===== src/rtl/core/pss_pkg.sv =====
// pss_pkg: shared constants and types of the polynomial sse accumulator
// used by pss_cell, pss_mul and polynomial_sse_accumulator
package pss_pkg;

    localparam int MAX_COEFFS = 6;
    localparam int FRAC_BITS  = 16;
    localparam int DATA_W     = 32;
    localparam int ACC_W      = 48;
    localparam int SUM_W      = 63;
    localparam int PROD_W     = 2 * DATA_W;
    localparam int CFG_IDX_W  = 3;
    localparam int CNT_W      = 3;

    localparam logic [CFG_IDX_W-1:0] CFG_COEFF_COUNT = 3'd0;
    localparam logic [CFG_IDX_W-1:0] CFG_COEF_LAST   = 3'd6;

    localparam logic signed [ACC_W-1:0] SAT48_MAX = {1'b0, {(ACC_W-1){1'b1}}};
    localparam logic signed [ACC_W-1:0] SAT48_MIN = {1'b1, {(ACC_W-1){1'b0}}};
    localparam logic [SUM_W-1:0]        SUM_MAX   = {SUM_W{1'b1}};

    typedef struct packed {
        logic load;
        logic shift;
    } t_cell_ctrl;

endpackage


===== src/rtl/core/pss_cell.sv =====
// pss_cell: one coefficient cell of the shifting coefficient chain
// depends on pss_pkg
module pss_cell (
    input  logic                             i_clk,
    input  pss_pkg::t_cell_ctrl              i_ctrl,
    input  logic signed [pss_pkg::DATA_W-1:0] i_load_val,
    input  logic signed [pss_pkg::DATA_W-1:0] i_prev,
    output logic signed [pss_pkg::DATA_W-1:0] o_coef
);

    logic signed [pss_pkg::DATA_W-1:0] r_coef;
    logic signed [pss_pkg::DATA_W-1:0] n_coef;

    always_comb begin
        n_coef = r_coef;
        if (i_ctrl.load) begin
            n_coef = i_load_val;
        end else if (i_ctrl.shift) begin
            n_coef = i_prev;
        end
    end

    always_ff @(posedge i_clk) begin
        r_coef <= n_coef;
    end

    assign o_coef = r_coef;

endmodule


===== src/rtl/core/pss_mul.sv =====
// pss_mul: registered 32x32 unsigned multiplier shared by horner and square
// depends on pss_pkg
module pss_mul (
    input  logic                        i_clk,
    input  logic [pss_pkg::DATA_W-1:0]  i_a,
    input  logic [pss_pkg::DATA_W-1:0]  i_b,
    output logic [pss_pkg::PROD_W-1:0]  o_p
);

    logic [pss_pkg::PROD_W-1:0] r_p;

    always_ff @(posedge i_clk) begin
        r_p <= {{pss_pkg::DATA_W{1'b0}}, i_a} * {{pss_pkg::DATA_W{1'b0}}, i_b};
    end

    assign o_p = r_p;

endmodule


===== src/rtl/core/polynomial_sse_accumulator.sv =====
// polynomial_sse_accumulator: top level, sequencer, config registers and datapath
// depends on pss_pkg, pss_cell, pss_mul
//
// usage: samples (x, y, last) enter on the in channel with valid and ready; one
// request is taken whenever the block is idle. each x runs through the polynomial
// of coeff_count coefficients (capped at six) by horner's rule, the residual is
// squared and added to the saturating sum. the result channel carries the sum and
// the sticky saturation flag only for a sample marked last; sum and flag clear then.
// config writes go in on their own channel, always ready, index 0 is coeff_count
// and 1..6 are coef_0..coef_5; write only while the block is idle.
// sequence: the coefficient chain first shifts into place, one cell per cycle, then
// each horner step passes through the states mlo, mhi, comb and sumc on the one
// shared 32x32 multiplier, then come the square and the accumulate. a last sample
// then passes through the out state, which moves its result into the output
// register once that register is free; from the next cycle it is valid there.
// the next sample is taken while that result waits; a further last sample waits
// until it is taken.
// reset: coeff_count 2, coefficients 0, sum and flag clear, no result pending.
module polynomial_sse_accumulator (
    input  logic                                  i_clk,
    input  logic                                  i_rst_n,
    input  logic                                  i_in_valid,
    output logic                                  o_in_ready,
    input  logic signed [pss_pkg::DATA_W-1:0]     i_x_sample,
    input  logic signed [pss_pkg::DATA_W-1:0]     i_y_sample,
    input  logic                                  i_last_sample,
    output logic                                  o_out_valid,
    input  logic                                  i_out_ready,
    output logic [pss_pkg::SUM_W-1:0]             o_error_sum,
    output logic                                  o_saturated,
    input  logic                                  i_cfg_valid,
    output logic                                  o_cfg_ready,
    input  logic [pss_pkg::CFG_IDX_W-1:0]         i_cfg_index,
    input  logic [pss_pkg::DATA_W-1:0]            i_cfg_data
);

    typedef enum logic [8:0] {
        ST_IDLE  = 9'b000000001,
        ST_ALIGN = 9'b000000010,
        ST_MLO   = 9'b000000100,
        ST_MHI   = 9'b000001000,
        ST_COMB  = 9'b000010000,
        ST_SUMC  = 9'b000100000,
        ST_SQ    = 9'b001000000,
        ST_ACC   = 9'b010000000,
        ST_OUT   = 9'b100000000
    } t_state;

    localparam int PP_W = pss_pkg::ACC_W + pss_pkg::DATA_W;
    localparam int EX_W = pss_pkg::ACC_W + 2;

    t_state r_state, n_state;

    logic [pss_pkg::CNT_W-1:0]          r_count;
    logic signed [pss_pkg::DATA_W-1:0]  r_coef [pss_pkg::MAX_COEFFS];
    logic [pss_pkg::CNT_W-1:0]          w_n;

    logic [pss_pkg::DATA_W-1:0]         r_xabs;
    logic                               r_xneg;
    logic signed [pss_pkg::DATA_W-1:0]  r_y;
    logic                               r_last;

    logic [pss_pkg::CNT_W-1:0]          r_cnt, n_cnt;
    logic [pss_pkg::CNT_W-1:0]          r_steps, n_steps;
    logic signed [pss_pkg::ACC_W-1:0]   r_acc, n_acc;
    logic [pss_pkg::PROD_W-1:0]         r_pl, n_pl;
    logic signed [EX_W-1:0]             r_prod, n_prod;
    logic                               r_rbig, n_rbig;
    logic [pss_pkg::SUM_W-1:0]          r_err, n_err;
    logic                               r_sat, n_sat;

    logic                               r_out_valid, n_out_valid;
    logic [pss_pkg::SUM_W-1:0]          r_out_sum, n_out_sum;
    logic                               r_out_sat, n_out_sat;

    pss_pkg::t_cell_ctrl                w_ctrl;
    logic signed [pss_pkg::DATA_W-1:0]  w_cell [pss_pkg::MAX_COEFFS];
    logic signed [pss_pkg::DATA_W-1:0]  w_head;

    logic [pss_pkg::DATA_W-1:0]         w_mul_a, w_mul_b;
    logic [pss_pkg::PROD_W-1:0]         w_mul_p;

    logic [pss_pkg::ACC_W-1:0]          w_acc_abs;
    logic [PP_W-1:0]                    w_pp;
    logic [PP_W-1:0]                    w_mag_full;
    logic                               w_mag_sat;
    logic [pss_pkg::ACC_W:0]            w_mag;
    logic signed [EX_W-1:0]             w_csum;
    logic signed [EX_W-1:0]             w_res;
    logic [EX_W-1:0]                    w_res_abs;
    logic [pss_pkg::SUM_W-1:0]          w_sq;
    logic                               w_sq_sat;
    logic [pss_pkg::SUM_W:0]            w_sum;
    logic                               w_accept;

    assign w_accept    = i_in_valid && o_in_ready;
    assign o_in_ready  = (r_state == ST_IDLE);
    assign o_cfg_ready = 1'b1;
    assign w_n = (r_count > 3'(pss_pkg::MAX_COEFFS)) ? 3'(pss_pkg::MAX_COEFFS) : r_count;

    // config registers
    always_ff @(posedge i_clk) begin
        if (!i_rst_n) begin
            r_count <= 3'd2;
            for (int i = 0; i < pss_pkg::MAX_COEFFS; i++) begin
                r_coef[i] <= '0;
            end
        end else if (i_cfg_valid && o_cfg_ready) begin
            if (i_cfg_index == pss_pkg::CFG_COEFF_COUNT) begin
                r_count <= i_cfg_data[pss_pkg::CNT_W-1:0];
            end else if (i_cfg_index <= pss_pkg::CFG_COEF_LAST) begin
                r_coef[3'(i_cfg_index - 3'd1)] <= i_cfg_data;
            end
        end
    end

    // coefficient chain, highest cell is the head
    genvar g;
    generate
        for (g = 0; g < pss_pkg::MAX_COEFFS; g++) begin : g_cell
            if (g == 0) begin : g_first
                pss_cell u_cell (
                    .i_clk      (i_clk),
                    .i_ctrl     (w_ctrl),
                    .i_load_val (r_coef[g]),
                    .i_prev     ({pss_pkg::DATA_W{1'b0}}),
                    .o_coef     (w_cell[g])
                );
            end else begin : g_rest
                pss_cell u_cell (
                    .i_clk      (i_clk),
                    .i_ctrl     (w_ctrl),
                    .i_load_val (r_coef[g]),
                    .i_prev     (w_cell[g-1]),
                    .o_coef     (w_cell[g])
                );
            end
        end
    endgenerate

    assign w_head = w_cell[pss_pkg::MAX_COEFFS-1];

    pss_mul u_mul (
        .i_clk (i_clk),
        .i_a   (w_mul_a),
        .i_b   (w_mul_b),
        .o_p   (w_mul_p)
    );

    // datapath
    always_comb begin
        w_acc_abs  = r_acc[pss_pkg::ACC_W-1] ? pss_pkg::ACC_W'(-r_acc) : pss_pkg::ACC_W'(r_acc);
        w_pp       = PP_W'(r_pl) + {w_mul_p[pss_pkg::ACC_W-1:0], {pss_pkg::DATA_W{1'b0}}};
        w_mag_full = w_pp >> pss_pkg::FRAC_BITS;
        w_mag_sat  = (|w_mag_full[PP_W-1:pss_pkg::ACC_W+1])
                     || (w_mag_full[pss_pkg::ACC_W] && (|w_mag_full[pss_pkg::ACC_W-1:0]));
        w_mag      = w_mag_sat ? {1'b1, {pss_pkg::ACC_W{1'b0}}} : w_mag_full[pss_pkg::ACC_W:0];
        w_csum     = r_prod + EX_W'(w_head);
        w_res      = EX_W'(r_acc) - EX_W'(r_y);
        w_res_abs  = w_res[EX_W-1] ? EX_W'(-w_res) : EX_W'(w_res);
        w_sq_sat   = r_rbig || w_mul_p[pss_pkg::PROD_W-1];
        w_sq       = w_sq_sat ? pss_pkg::SUM_MAX : w_mul_p[pss_pkg::SUM_W-1:0];
        w_sum      = {1'b0, r_err} + {1'b0, w_sq};
    end

    // multiplier operands
    always_comb begin
        w_mul_a = '0;
        w_mul_b = r_xabs;
        unique case (r_state)
            ST_MLO: w_mul_a = w_acc_abs[pss_pkg::DATA_W-1:0];
            ST_MHI: w_mul_a = pss_pkg::DATA_W'(w_acc_abs[pss_pkg::ACC_W-1:pss_pkg::DATA_W]);
            ST_SQ: begin
                w_mul_a = w_res_abs[pss_pkg::DATA_W-1:0];
                w_mul_b = w_res_abs[pss_pkg::DATA_W-1:0];
            end
            default: w_mul_a = '0;
        endcase
    end

    // sequencer
    always_comb begin
        n_state     = r_state;
        n_cnt       = r_cnt;
        n_steps     = r_steps;
        n_acc       = r_acc;
        n_pl        = r_pl;
        n_prod      = r_prod;
        n_rbig      = r_rbig;
        n_err       = r_err;
        n_sat       = r_sat;
        n_out_valid = r_out_valid && !i_out_ready;
        n_out_sum   = r_out_sum;
        n_out_sat   = r_out_sat;
        w_ctrl      = '0;
        unique case (r_state)
            ST_IDLE: begin
                if (w_accept) begin
                    w_ctrl.load = 1'b1;
                    n_cnt       = 3'(pss_pkg::MAX_COEFFS) - w_n;
                    n_state     = ST_ALIGN;
                end
            end
            ST_ALIGN: begin
                w_ctrl.shift = 1'b1;
                if (r_cnt == '0) begin
                    n_acc   = pss_pkg::ACC_W'(w_head);
                    n_steps = (w_n == '0) ? '0 : w_n - 3'd1;
                    n_state = (w_n > 3'd1) ? ST_MLO : ST_SQ;
                end else begin
                    n_cnt = r_cnt - 3'd1;
                end
            end
            ST_MLO: n_state = ST_MHI;
            ST_MHI: begin
                n_pl    = w_mul_p;
                n_state = ST_COMB;
            end
            ST_COMB: begin
                if (w_mag_sat) begin
                    n_sat = 1'b1;
                end
                n_prod  = (r_acc[pss_pkg::ACC_W-1] ^ r_xneg) ? -EX_W'(w_mag) : EX_W'(w_mag);
                n_state = ST_SUMC;
            end
            ST_SUMC: begin
                w_ctrl.shift = 1'b1;
                if ((w_csum[EX_W-1:pss_pkg::ACC_W-1] != '0)
                        && (w_csum[EX_W-1:pss_pkg::ACC_W-1] != '1)) begin
                    n_sat = 1'b1;
                    n_acc = w_csum[EX_W-1] ? pss_pkg::SAT48_MIN : pss_pkg::SAT48_MAX;
                end else begin
                    n_acc = w_csum[pss_pkg::ACC_W-1:0];
                end
                n_steps = r_steps - 3'd1;
                n_state = (r_steps == 3'd1) ? ST_SQ : ST_MLO;
            end
            ST_SQ: begin
                n_rbig  = |w_res_abs[EX_W-1:pss_pkg::DATA_W];
                n_state = ST_ACC;
            end
            ST_ACC: begin
                if (w_sq_sat || w_sum[pss_pkg::SUM_W]) begin
                    n_sat = 1'b1;
                end
                n_err   = w_sum[pss_pkg::SUM_W] ? pss_pkg::SUM_MAX : w_sum[pss_pkg::SUM_W-1:0];
                n_state = r_last ? ST_OUT : ST_IDLE;
            end
            ST_OUT: begin
                if (!r_out_valid || i_out_ready) begin
                    n_out_valid = 1'b1;
                    n_out_sum   = r_err;
                    n_out_sat   = r_sat;
                    n_err       = '0;
                    n_sat       = 1'b0;
                    n_state     = ST_IDLE;
                end
            end
            default: n_state = ST_IDLE;
        endcase
    end

    always_ff @(posedge i_clk) begin
        if (!i_rst_n) begin
            r_state     <= ST_IDLE;
            r_err       <= '0;
            r_sat       <= 1'b0;
            r_out_valid <= 1'b0;
        end else begin
            r_state     <= n_state;
            r_err       <= n_err;
            r_sat       <= n_sat;
            r_out_valid <= n_out_valid;
        end
    end

    always_ff @(posedge i_clk) begin
        if (w_accept) begin
            r_xabs <= i_x_sample[pss_pkg::DATA_W-1] ? pss_pkg::DATA_W'(-i_x_sample)
                                                    : pss_pkg::DATA_W'(i_x_sample);
            r_xneg <= i_x_sample[pss_pkg::DATA_W-1];
            r_y    <= i_y_sample;
            r_last <= i_last_sample;
        end
        r_cnt     <= n_cnt;
        r_steps   <= n_steps;
        r_acc     <= n_acc;
        r_pl      <= n_pl;
        r_prod    <= n_prod;
        r_rbig    <= n_rbig;
        r_out_sum <= n_out_sum;
        r_out_sat <= n_out_sat;
    end

    assign o_out_valid = r_out_valid;
    assign o_error_sum = r_out_sum;
    assign o_saturated = r_out_sat;

endmodule


===== config.mk =====
export PLATFORM = sky130hd
export DESIGN_NAME = polynomial_sse_accumulator
export DESIGN_NICKNAME = d
export VERILOG_FILES = /design/src/rtl/core/pss_pkg.sv /design/src/rtl/core/pss_cell.sv /design/src/rtl/core/pss_mul.sv /design/src/rtl/core/polynomial_sse_accumulator.sv
export SDC_FILE = /design/constraint.sdc
export NUM_CORES = 2
export LEC_CHECK = 0
export ABC_AREA = 1
export BUFFER_PORTS_ARGS = -buffer_cell sky130_fd_sc_hd__buf_2
export CORE_MARGIN = 4
export CORE_UTILIZATION = 55
export DETAILED_ROUTE_END_ITERATION = 10
export PLACE_DENSITY = 0.73
export SETUP_SLACK_MARGIN = 0.4
export SYNTH_ARGS = -nofsm -noshare
export SYNTH_HDL_FRONTEND = slang
export SYNTH_SLANG_ARGS = --single-unit

===== constraint.sdc =====
create_clock -name i_clk -period 18.5 [get_ports i_clk]
set_input_delay 4.625 -clock i_clk [delete_from_list [all_inputs] [get_ports i_clk]]
set_output_delay 4.625 -clock i_clk [all_outputs]
set_load 0.05 [all_outputs]

==> flow_metrics.tcl <==
set metrics [dict create \
    outcome "finished, final reports clean" \
    initial_core_util_pct 55.6 \
    pwr-share-comb_pct 52.0 \
    grt_max_degree 84 \
    slew_headroom_pct 21.5 \
    clkPwrFrac_pct 19.1 \
    synth_cell_types 75 \
    hold_buffers 0 \
    final_util_pct 59.3 \
    syn_nets 11716 \
    synth-edff-count 667 \
    finalNetCount 11762 \
    ys.flop_type "edfxtp_1" \
    yosysWarnings 0 \
    fillers 13526 \
    p_seq_share_pct 28.9 \
    reg2reg_depth 53 \
    async_flop_share_pct 0 \
    cp.depth 53 \
    grt_use_total_pct 37.0 \
    gp_congestion 1.04 \
    clk-insertion-delay-late_ps 730 \
    rsz0062_at_grt "no" \
    dpl.cell_count 12202 \
    cts_buffers 88 \
    grt_first_pass_wirelength_um 437000 \
    vias_per_cell 5.68 \
    dpl_cell_area_um2 84900 \
    hold_viol_final 0 \
    setup_viol 0 \
    final.period_utilization_pct 67.9 \
    slew_viol_final 0 \
    critPathBufInv 14 \
    cts_resized 0 \
    ant_nets 0 \
    critPathMaxStageDelay_ps 710 \
    wl_per_cell_um 23.4 \
    ys_ff_latch 808 \
    critPathSlowestCell "a21oi_2" \
    p_int_w 0.00493 \
    clkTransAtPathRegs_ps 70 \
    rr_startpoint "r_acc[0]$_DFFE_PP_" \
    hold_slack_ps 440 \
    crit_type "flip-flop to flip-flop" \
    grt_pass1_vias 69381 \
    cts.sinks 808 \
    cp_data_arrival_time_ps 13100 \
    p_sw_share_pct 48.3 \
    hpwl_um 234000 \
    drt_iter0_drc 7185 \
    cap_violations 0 \
    crit_path_end "u_mul.o_p[57]$_DFF_P_" \
    drt-total-wl_um 290000 \
    synth_area_um2 82400 \
    critical_path.most_common_cell "inv_1" \
    antenna_found_initial 30 \
    post-route-drc-count 0 \
    design_area_um2 88000 \
    cts_max_level 3 \
    leakagePower_nw 44.0 \
    tns_ps 0 \
    finalClockSkew_ps 85.4 \
    dieArea_um2 156000 \
    ios 172 \
    layout_common_cells "2,430 x nand2_1, 1,926 x inv_1, 1,298 x nor2_1, 900 x fa_1, 667 x edfxtp_1" \
    area_growth_pct 6.71 \
    hold_class "flip-flop to flip-flop" \
    port_buffers 170 \
    fmax_ghz 0.0796 \
    reg2reg_slack_ps 5940 \
    die_height_um 395 \
    placementRows 141 \
    cp-start-kind "flip-flop" \
    power_density_nw_per_um2 108 \
    worst_pin_slew_ps 1170 \
    grt_overflow 0 \
    min_period_ps 12560 \
    final_cells 12379 \
    crit_path_start "r_acc[0]$_DFFE_PP_" \
    root_buffer "clkbuf_16" \
    synthCells 10244 \
    mostFrequentLayoutCell "nand2_1" \
    worstSetupEndpointType "flip-flop" \
    p_sw_w 0.00461 \
    cp_top_family "adder cells" \
    cts_tree "done" \
    dr.pass1.iters 8 \
    core_area_um2 148000 \
    required_ps 19040 \
    drive_gt1_share_pct 6.82 \
    clk_path_buf_depth 3 \
    syn_area_per_cell_um2 8.05 \
    crit_fanout 58 \
    timing.rr.end "u_mul.o_p[57]$_DFF_P_" \
    ys_seq_area_share_pct 27.7 \
    vias 70279 \
    cts_setup_buffers 0 \
    die-width_um 395 \
    vdd_drop_max_mv 0.174 \
]
[logic make-up after synthesis]
logic type               after synthesis  synth area share [%]
buffers and inverters               2298                  11.0
multiplexers                           1                0.0121
XOR/XNOR                             259                  2.82
AND/OR/NAND/NOR                     4366                  21.6
adder cells (fa/ha/maj)             1367                  28.9
other                                  1               0.00455
AO/OA/AOI/OAI                       1144                  7.86
flip-flops                           808                  27.7
[synthesized netlist by cell type, types with 7 or more instances]
master    number  share of area [%]
nand2_1     2434                 11
inv_1       1927                8.8
nor2_1      1304                5.9
fa_1         900                 22
edfxtp_1     667                 24
a21oi_1      525                3.2
ha_1         467                7.1
o21ai_0      307                1.9
nand3_1      256                1.6
xor2_1       153                1.6
dfxtp_1      141                3.4
buf_2        115               0.70
clkbuf_1     115               0.52
xnor2_1      100                1.1
nand4_1       75               0.57
a31oi_1       74               0.56
inv_2         71               0.32
or2_2         60               0.46
nor3_1        56               0.34
nor2_2        47               0.36
o21ai_1       41               0.25
buf_4         34               0.31
nor4_1        32               0.24
o21ai_2       30               0.32
nand2_2       28               0.21
buf_6         25               0.34
o21bai_1      25               0.23
nand3b_1      23               0.21
o21a_1        20               0.18
a21o_1        18               0.16
a21boi_0      16               0.15
o31ai_1       15               0.14
a211oi_1      10              0.091
a21oi_2        9              0.096
nor2_4         9               0.12
o41ai_1        9              0.096
a221oi_1       8              0.085
nand2_4        7              0.096
[final cells by class]
type / instances / area (um2) / area share [%]
multi-input combinational: 7138 / 50600 / 57.5
sequential: 808 / 22900 / 26.0
inverter: 2005 / 7540 / 8.57
tap: 2002 / 2500 / 2.85
clock buffer: 108 / 2330 / 2.65
timing repair buffer: 249 / 1440 / 1.64
clock inverter: 52 / 663 / 0.754
antenna: 17 / 42.5 / 0.0484
[how the worst min path moves through the flow]
stage / depth (start not counted) / to / slack, ps / startpoint
after floorplan: 0 / r_pl[48]$_DFFE_PP_ / 400 / u_mul.o_p[48]$_DFF_P_
after global placement: 0 / o_error_sum[0]$_DFFE_PP_ / 460 / r_err[0]$_SDFFE_PN0P_
after detailed placement: 0 / o_error_sum[0]$_DFFE_PP_ / 470 / r_err[0]$_SDFFE_PN0P_
after CTS: 0 / r_pl[62]$_DFFE_PP_ / 420 / u_mul.o_p[62]$_DFF_P_
after global routing: 0 / r_pl[62]$_DFFE_PP_ / 430 / u_mul.o_p[62]$_DFF_P_
final: 0 / r_pl[62]$_DFFE_PP_ / 440 / u_mul.o_p[62]$_DFF_P_
[power by group through the flow]
stage	registers, W	logic, W	clock network [W]
global placement	0.00278	0.00481	0
global route	0.00278	0.00545	0.00192
finish	0.00276	0.00496	0.00182
floorplan	0.00272	0.00344	0
detailed placement	0.00279	0.00485	0
CTS	0.00275	0.00488	0.00185
[state kept, by name, indices dropped and copies added, names as in the netlist, 9 cells and up]
signal                        cells
r_acc                            48
u_mul.o_p                        64
r_pl                             48
g_cell.g_first.u_cell.o_coef     32
r_y                              32
r_xabs                           32
g_cell.g_rest.u_cell.o_coef     160
r_coef                          192
r_state                           9
o_error_sum                      63
r_err                            63
r_prod                           50
[metal layers]
layer	vias to the layer above	wire length, um	global-route usage [%]
met3	749	29200	8.16
met4	8	17300	18.1
li1	31855	-	-
met2	3630	128000	57.3
met5	-	52	0
met1	34037	115000	49.6
[stage by stage]
step,worst slack (ps),power (W)
floorplan,8400,0.00616
global placement,6370,0.00759
detailed placement,6260,0.00764
CTS,6160,0.00948
global route,5300,0.0101
finish,5940,0.00954
[worst reg2reg max path, delay by kind of cell, from the launching register on]
kind / cells / cell delay [ps]
AO/OA/AOI/OAI: 11 / 2730
XOR/XNOR: 1 / 130
adder cells (fa/ha/maj): 11 / 4930
buffers and inverters: 14 / 1930
flip-flops: 1 / 370
AND/OR/NAND/NOR: 16 / 2270
Power figures use the tool's default switching activity.
